===== config.mk =====
export PLATFORM = sky130hd
export DESIGN_NAME = positional_list_engine_unit
export DESIGN_NICKNAME = d
export VERILOG_FILES = /design/src/hw/rtl/ple_pkg.sv /design/src/hw/rtl/positional_list_engine_unit.sv /design/src/hw/rtl/ple_cell.sv /design/src/hw/rtl/ple_ctrl.sv
export VERILOG_INCLUDE_DIRS = /design/src /design/src/hw/rtl
export SDC_FILE = /design/constraint.sdc
export NUM_CORES = 1
export LEC_CHECK = 0
export BUFFER_PORTS_ARGS = -buffer_cell sky130_fd_sc_hd__buf_2
export CAP_MARGIN = 5
export CORE_MARGIN = 5
export CORE_UTILIZATION = 45
export CTS_CLUSTER_SIZE = 40
export DETAILED_ROUTE_END_ITERATION = 8
export SLEW_MARGIN = 30
export SYNTH_ARGS = -nofsm -noshare
export SYNTH_HDL_FRONTEND = slang
export SYNTH_SLANG_ARGS = --single-unit

===== constraint.sdc =====
create_clock -name clk -period 5.9 [get_ports clk]
set_input_delay 0.295 -clock clk [delete_from_list [all_inputs] [get_ports clk]]
set_output_delay 0.295 -clock clk [all_outputs]
set_load 0.05 [all_outputs]

===== src/hw/rtl/positional_list_engine_unit_defines.svh =====
// assertion macros shared by the positional list engine rtl
// no dependencies; taken in by `include where assertions are written
`ifndef POSITIONAL_LIST_ENGINE_UNIT_DEFINES_SVH
`define POSITIONAL_LIST_ENGINE_UNIT_DEFINES_SVH

`ifndef SYNTH

// check held on every clock edge outside reset
`define PLE_ASSERT(lbl, clk, rst, prop) \
  lbl: assert property (@(posedge clk) disable iff (rst) (prop)) \
    else $error("ple assertion failed");

// check that also holds while reset is applied
`define PLE_ASSERT_RST(lbl, clk, prop) \
  lbl: assert property (@(posedge clk) (prop)) \
    else $error("ple assertion failed");

`else

`define PLE_ASSERT(lbl, clk, rst, prop)
`define PLE_ASSERT_RST(lbl, clk, prop)

`endif

`endif


===== src/hw/rtl/ple_pkg.sv =====
// types, sizes and codes of the positional list engine
// no dependencies; used by ple_cell, ple_ctrl and positional_list_engine_unit
package ple_pkg;

  localparam int DEPTH      = 16;
  localparam int DATA_WIDTH = 32;

  localparam int IDX_W = $clog2(DEPTH);
  localparam int LEN_W = $clog2(DEPTH + 1);
  localparam int CMP_W = (LEN_W + 1 > 5) ? LEN_W + 1 : 5;

  typedef logic [DATA_WIDTH-1:0] word_t;
  typedef logic [IDX_W-1:0]      idx_t;
  typedef logic [LEN_W-1:0]      len_t;

  typedef enum logic [1:0] {
    KIND_INSERT = 2'd0,
    KIND_DELETE = 2'd1,
    KIND_READ   = 2'd2
  } kind_t;

  typedef enum logic [1:0] {
    ST_OK     = 2'd0,
    ST_FULL   = 2'd1,
    ST_EMPTY  = 2'd2,
    ST_BADPOS = 2'd3
  } status_t;

  // broadcast to every cell of the chain
  typedef struct packed {
    logic ins;
    logic del;
    idx_t idx;
  } cmd_t;

endpackage


===== src/hw/rtl/positional_list_engine_unit.sv =====
// top level of the positional list engine: control plus a chain of storage cells
// depends on ple_pkg, ple_cell and ple_ctrl
//
// channel   direction  handshake           payload
// request   in         start, busy         kind, position, data_in
// result    out        done (one cycle)    status, data_out, count
//
// every request is decoded when accepted, and the cell chain shifts up
// (insert) or down (delete) in the same clock edge that accepts it
// the result appears on the cycle after acceptance, marked by done for one cycle
// busy stays low, so a new request may be given on every cycle
// rst is synchronous and empties the list; cell contents are not cleared
// the receiver cannot stall, results are never held back
module positional_list_engine_unit (
  input  logic        clk,
  input  logic        rst,
  input  logic        start,
  input  logic [1:0]  kind,
  input  logic [4:0]  position,
  input  logic [31:0] data_in,
  output logic        busy,
  output logic        done,
  output logic [1:0]  status,
  output logic [31:0] data_out,
  output logic [4:0]  count
);

  ple_pkg::cmd_t  cmd;
  ple_pkg::word_t cells_q [ple_pkg::DEPTH];
  ple_pkg::word_t left_w  [ple_pkg::DEPTH];
  ple_pkg::word_t right_w [ple_pkg::DEPTH];
  ple_pkg::word_t word_in;

  // one request per cycle, never held off
  assign busy = 1'b0;

  // stored word is sized to the entry width, which equals the 32-bit data_in
  assign word_in = ple_pkg::DATA_WIDTH'(data_in);

  ple_ctrl u_ctrl (
    .clk      (clk),
    .rst      (rst),
    .start    (start),
    .kind     (kind),
    .position (position),
    .cells_q  (cells_q),
    .cmd      (cmd),
    .done     (done),
    .status   (status),
    .data_out (data_out),
    .count    (count)
  );

  // chain of cells: position p lives in cell p-1, neighbours feed each other
  for (genvar g = 0; g < ple_pkg::DEPTH; g++) begin : g_cell
    if (g == 0) begin : g_first
      assign left_w[g] = '0;
    end else begin : g_mid_l
      assign left_w[g] = cells_q[g-1];
    end

    if (g == ple_pkg::DEPTH - 1) begin : g_last
      assign right_w[g] = '0;
    end else begin : g_mid_r
      assign right_w[g] = cells_q[g+1];
    end

    ple_cell u_cell (
      .clk        (clk),
      .cmd        (cmd),
      .cell_index (ple_pkg::IDX_W'(g)),
      .data_in    (word_in),
      .left_q     (left_w[g]),
      .right_q    (right_w[g]),
      .q          (cells_q[g])
    );
  end

endmodule


===== src/hw/rtl/ple_cell.sv =====
// one storage cell of the list chain: holds one entry
// depends on ple_pkg
module ple_cell (
  input  logic            clk,
  input  ple_pkg::cmd_t   cmd,
  input  ple_pkg::idx_t   cell_index,
  input  ple_pkg::word_t  data_in,
  input  ple_pkg::word_t  left_q,
  input  ple_pkg::word_t  right_q,
  output ple_pkg::word_t  q
);

  ple_pkg::word_t q_next;

  always_comb begin
    q_next = q;
    if (cmd.ins) begin
      if (cell_index == cmd.idx) begin
        q_next = data_in;
      end else if (cell_index > cmd.idx) begin
        q_next = left_q;
      end
    end else if (cmd.del) begin
      if (cell_index >= cmd.idx) begin
        q_next = right_q;
      end
    end
  end

  always_ff @(posedge clk) begin
    q <= q_next;
  end

endmodule


===== src/hw/rtl/ple_ctrl.sv =====
// request decode, length count, status and result registers
// depends on ple_pkg and positional_list_engine_unit_defines.svh
`include "positional_list_engine_unit_defines.svh"

module ple_ctrl (
  input  logic            clk,
  input  logic            rst,
  input  logic            start,
  input  logic [1:0]      kind,
  input  logic [4:0]      position,
  input  ple_pkg::word_t  cells_q [ple_pkg::DEPTH],
  output ple_pkg::cmd_t   cmd,
  output logic            done,
  output logic [1:0]      status,
  output logic [31:0]     data_out,
  output logic [4:0]      count
);

  ple_pkg::len_t              length;
  ple_pkg::len_t              length_next;
  ple_pkg::status_t           st;
  ple_pkg::status_t           status_q;
  logic                       ins_ok;
  logic                       del_ok;
  logic                       rd_ok;
  logic [ple_pkg::CMP_W-1:0]  pos_ext;
  logic [ple_pkg::CMP_W-1:0]  len_ext;
  ple_pkg::idx_t              idx;
  ple_pkg::word_t             rd_word;

  assign pos_ext = ple_pkg::CMP_W'(position);
  assign len_ext = ple_pkg::CMP_W'(length);
  assign idx     = ple_pkg::IDX_W'(pos_ext - ple_pkg::CMP_W'(1));

  always_comb begin
    st     = ple_pkg::ST_BADPOS;
    ins_ok = 1'b0;
    del_ok = 1'b0;
    rd_ok  = 1'b0;
    case (ple_pkg::kind_t'(kind))
      ple_pkg::KIND_INSERT: begin
        if (len_ext == ple_pkg::CMP_W'(ple_pkg::DEPTH)) begin
          st = ple_pkg::ST_FULL;
        end else if (pos_ext == '0 || pos_ext > len_ext + ple_pkg::CMP_W'(1)) begin
          st = ple_pkg::ST_BADPOS;
        end else begin
          st     = ple_pkg::ST_OK;
          ins_ok = 1'b1;
        end
      end
      ple_pkg::KIND_DELETE, ple_pkg::KIND_READ: begin
        if (length == '0) begin
          st = ple_pkg::ST_EMPTY;
        end else if (pos_ext == '0 || pos_ext > len_ext) begin
          st = ple_pkg::ST_BADPOS;
        end else begin
          st = ple_pkg::ST_OK;
          if (ple_pkg::kind_t'(kind) == ple_pkg::KIND_READ) begin
            rd_ok = 1'b1;
          end else begin
            del_ok = 1'b1;
          end
        end
      end
      default: begin
        st = ple_pkg::ST_BADPOS;
      end
    endcase
  end

  // chain command, only for a request that changes the list
  assign cmd.ins = start & ins_ok;
  assign cmd.del = start & del_ok;
  assign cmd.idx = idx;

  // read word, gated so a bad index never reaches the result
  assign rd_word = rd_ok ? cells_q[idx] : '0;

  always_comb begin
    length_next = length;
    if (cmd.ins) begin
      length_next = length + ple_pkg::LEN_W'(1);
    end else if (cmd.del) begin
      length_next = length - ple_pkg::LEN_W'(1);
    end
  end

  always_ff @(posedge clk) begin
    if (rst) begin
      length <= '0;
      done   <= 1'b0;
    end else begin
      length <= length_next;
      done   <= start;
    end
  end

  always_ff @(posedge clk) begin
    if (start) begin
      status_q <= st;
      data_out <= 32'(rd_word);
      count    <= 5'(length_next);
    end
  end

  assign status = status_q;

  `PLE_ASSERT(a_len_bound, clk, rst, length <= ple_pkg::LEN_W'(ple_pkg::DEPTH))
  `PLE_ASSERT(a_done_after_req, clk, rst, (start && !$past(rst)) |=> done)
  `PLE_ASSERT(a_ins_grows, clk, rst, cmd.ins |=> length == $past(length) + ple_pkg::LEN_W'(1))
  `PLE_ASSERT(a_err_no_data, clk, rst, (done && status_q != ple_pkg::ST_OK) |-> data_out == '0)
  `PLE_ASSERT_RST(a_rst_quiet, clk, rst |=> (!done && length == '0))

endmodule

==> flow_summary.yaml <==
global_route:
  grt_pass1_wl_mm: 137
  antenna_found_initial: 4
  grt_use_total_pct: 23.6
  grt_max_degree: 244
  first_global_vias: 21200
  overflow: 0
critical_path:
  path_class: "flip-flop to flip-flop"
  path_max_fanout: 20
  cp-end-kind: "flip-flop"
  crit_slowest_cell: "buf_4"
  path_cells: "inv_1 > ha_1 > inv_1 > ha_1 > nor2b_1 > o21bai_1 > a21oi_1 > nor3_1 > o21ai_1 > buf_4 > a21oi_4 > buf_4"
  max_stage_delay_ns: 0.60
  cp.arrival_ns: 4.27
  required_ns: 6.17
  startpoint_type: "flip-flop"
yosys:
  ys_ff_latch: 557
  async_reset_ff_share_pct: 0
  yosysWarningCount: 0
  syn_nets: 2676
  yosysTopAreaCell: "edfxtp_1"
  synth_area_um2: 31800
  ys_types: 46
  netlist.area_leader.share_pct: 52.0
  ys_seq_area_share_pct: 52.4
  syn_avg_cell_area_um2: 12.2
  synth_edf_count: 551
  synth_area_leaders: "edfxtp_1 52%, mux2i_1 14%, mux4_2 11%"
  synthCells: 2615
  synth_top_flop_cell: "edfxtp_1"
clock_network:
  cts_made_buffers: 61
  cts_sinks: 557
  clk_pin_slew_ns: 0.06
  cts_setup_buffers: 0
  cts-root-buf: "clkbuf_16"
  htreeDepth: 2
  clock_path_buffers: 3
  cts_resized: 0
  clk_latency_ns: 0.63
  cts_tree: "built"
floorplan:
  core_area_um2: 70000
  rows: 97
  start_util_pct: 45.4
  die_y_um: 276
  io_pins: 83
  dieArea_um2: 76100
  die_w_um: 276
pwr:
  p_per_area_nw_per_um2: 268
  power.leakage_nw: 15.1
  vdd_ir_drop_max_mv: 0.235
  finalPower_mw: 9.35
detailed_routing:
  first_iter_violations: 2376
  drc: 0
  viasPerCell: 6.08
  detail-route-antenna-nets: 0
  vias: 21700
  routed_wl_mm: 91.0
  drtPass1Iterations: 6
  routedWlPerCell_um: 25.6
sta:
  finalClockSkew_ns: 0.0165
  finalMaxSlewViolations: 0
  finalSetupViolCount: 0
  finalHoldViolations: 0
  fmax_mhz: 250
  fin_tns_setup_ns: 0
  rsz0062_at_grt: "no"
  tightest_slew_ns: 1.02
  min_period_ns: 4.01
  finalCritPeriodShare_pct: 67.9
  timing.final.ws_setup_ns: 1.89
  timing.max_slew.rel_slack_pct: 31.8
placed_design:
  numPortBuffers: 81
  place_congestion: 0.833
  place_ws_ns: 1.68
  dpl.hpwl_mm: 53.8
run_status:
  run_status: "finished clean"
layout:
  drive_gt1_share_pct: 15.7
  mostFrequentLayoutCell: "edfxtp_1"
  nets: 2632
  fillerInstances: 6106
  layout_common_cells: "551 x edfxtp_1, 521 x nand2_1, 450 x mux2i_1"
  area_growth_pct: 9.61
min_path:
  worstHoldPathType: "input pin to flip-flop"
job:
  maxCapViolations: 0
==> power by group <==
part | internal [mW] | switching [mW]
logic | 0.451 | 0.715
registers | 4.46 | 0.0630
clock network | 2.07 | 1.60
total | 6.98 | 2.38
==> flip-flops by register name (all words and copies together), names as in the netlist <==
signal           cells
u_ctrl.data_out     32
u_ctrl.length        5
g_cell.u_cell.q    512
u_ctrl.count         5
u_ctrl.status        2
u_ctrl.done          1
==> repair_timing <==
| item | in CTS | in global routing |
|---|---|---|
| setup endpoints to repair | 0 | 0 |
| hold buffers | 1 | 0 |
| hold endpoints to repair | 4 | 0 |
==> layout make-up <==
type	instances	area [um^2]	share of cell area (%)
flip-flops and latches	557	16700	47.8
diodes	3	7.51	0.0215
clock inverters	28	200	0.574
inverters	14	52.6	0.151
well taps	940	1180	3.37
repair buffers	134	991	2.84
clock buffers	82	1650	4.72
multi-input cells	1803	14100	40.5
==> worst paths after layout <==
check	startpoint	endpoint	slack, ns	depth (start not counted)
max	u_ctrl.length[0]	g_cell[2].u_cell.q[15]	1.89	12
min	kind[0]	u_ctrl.status[1]	0.16	3
max reg2reg	u_ctrl.length[0]	g_cell[2].u_cell.q[15]	1.89	12
min reg2reg	u_ctrl.length[1]	u_ctrl.length[1]	0.56	2
==> critical path, delay by kind of cell (launching register included) <==
family | cells | cell delay (ns)
fa+ha+maj | 2 | 0.64
flops | 1 | 0.41
compound gates | 4 | 0.95
buf+inv | 4 | 1.01
simple gates | 2 | 0.60
==> cell families (layout without fill, tap and decap cells) <==
family,Yosys count,after routing,share of synthesized area [%]
xor gates and xnor gates,9,9,0.248
adders and majority gates,19,19,0.747
muxes,612,612,25.5
other,1,4,0.0118
AOI/OAI and AO/OA,539,539,8.99
DFF,557,557,52.4
buffers and inverters,255,258,4.21
and+or+nand+nor,623,623,7.87
==> Yosys cell counts (all sizes together), types with 2 or more instances <==
cell type,instances
edfxtp,551
nand2,529
o21ai,453
mux2i,450
mux4,160
buf,122
clkbuf,119
a21oi,42
nor2b,37
a22o,32
nor2,24
ha,19
nand3,15
inv,14
xnor2,7
dfxtp,6
nor3,4
nor3b,3
a31oi,2
mux2,2
nand4,2
o31ai,2
or2,2
or4,2
xor2,2
==> per-layer routing <==
layer / global-route usage (%) / wire length [um]
met1: 34.1 / 40100
met2: 37.4 / 42200
met3: 3.62 / 6250
met4: 6.64 / 2320
met5: 0 / 124
==> per-stage QoR <==
stage | utilization (%) | instance area [um^2] | cells | hold slack (ns)
after floorplan | - | 31800 | 2615 | 0.364
after global placement | 46.8 | 32800 | 3439 | 0.536
after detailed placement | 47.0 | 32900 | 3443 | 0.556
after CTS | 49.6 | 34800 | 3554 | 0.131
after global routing | 49.8 | 34900 | 3559 | 0.155
final | 49.8 | 34900 | 3561 | 0.164
No activity file was read; power rests on OpenSTA's default activity.
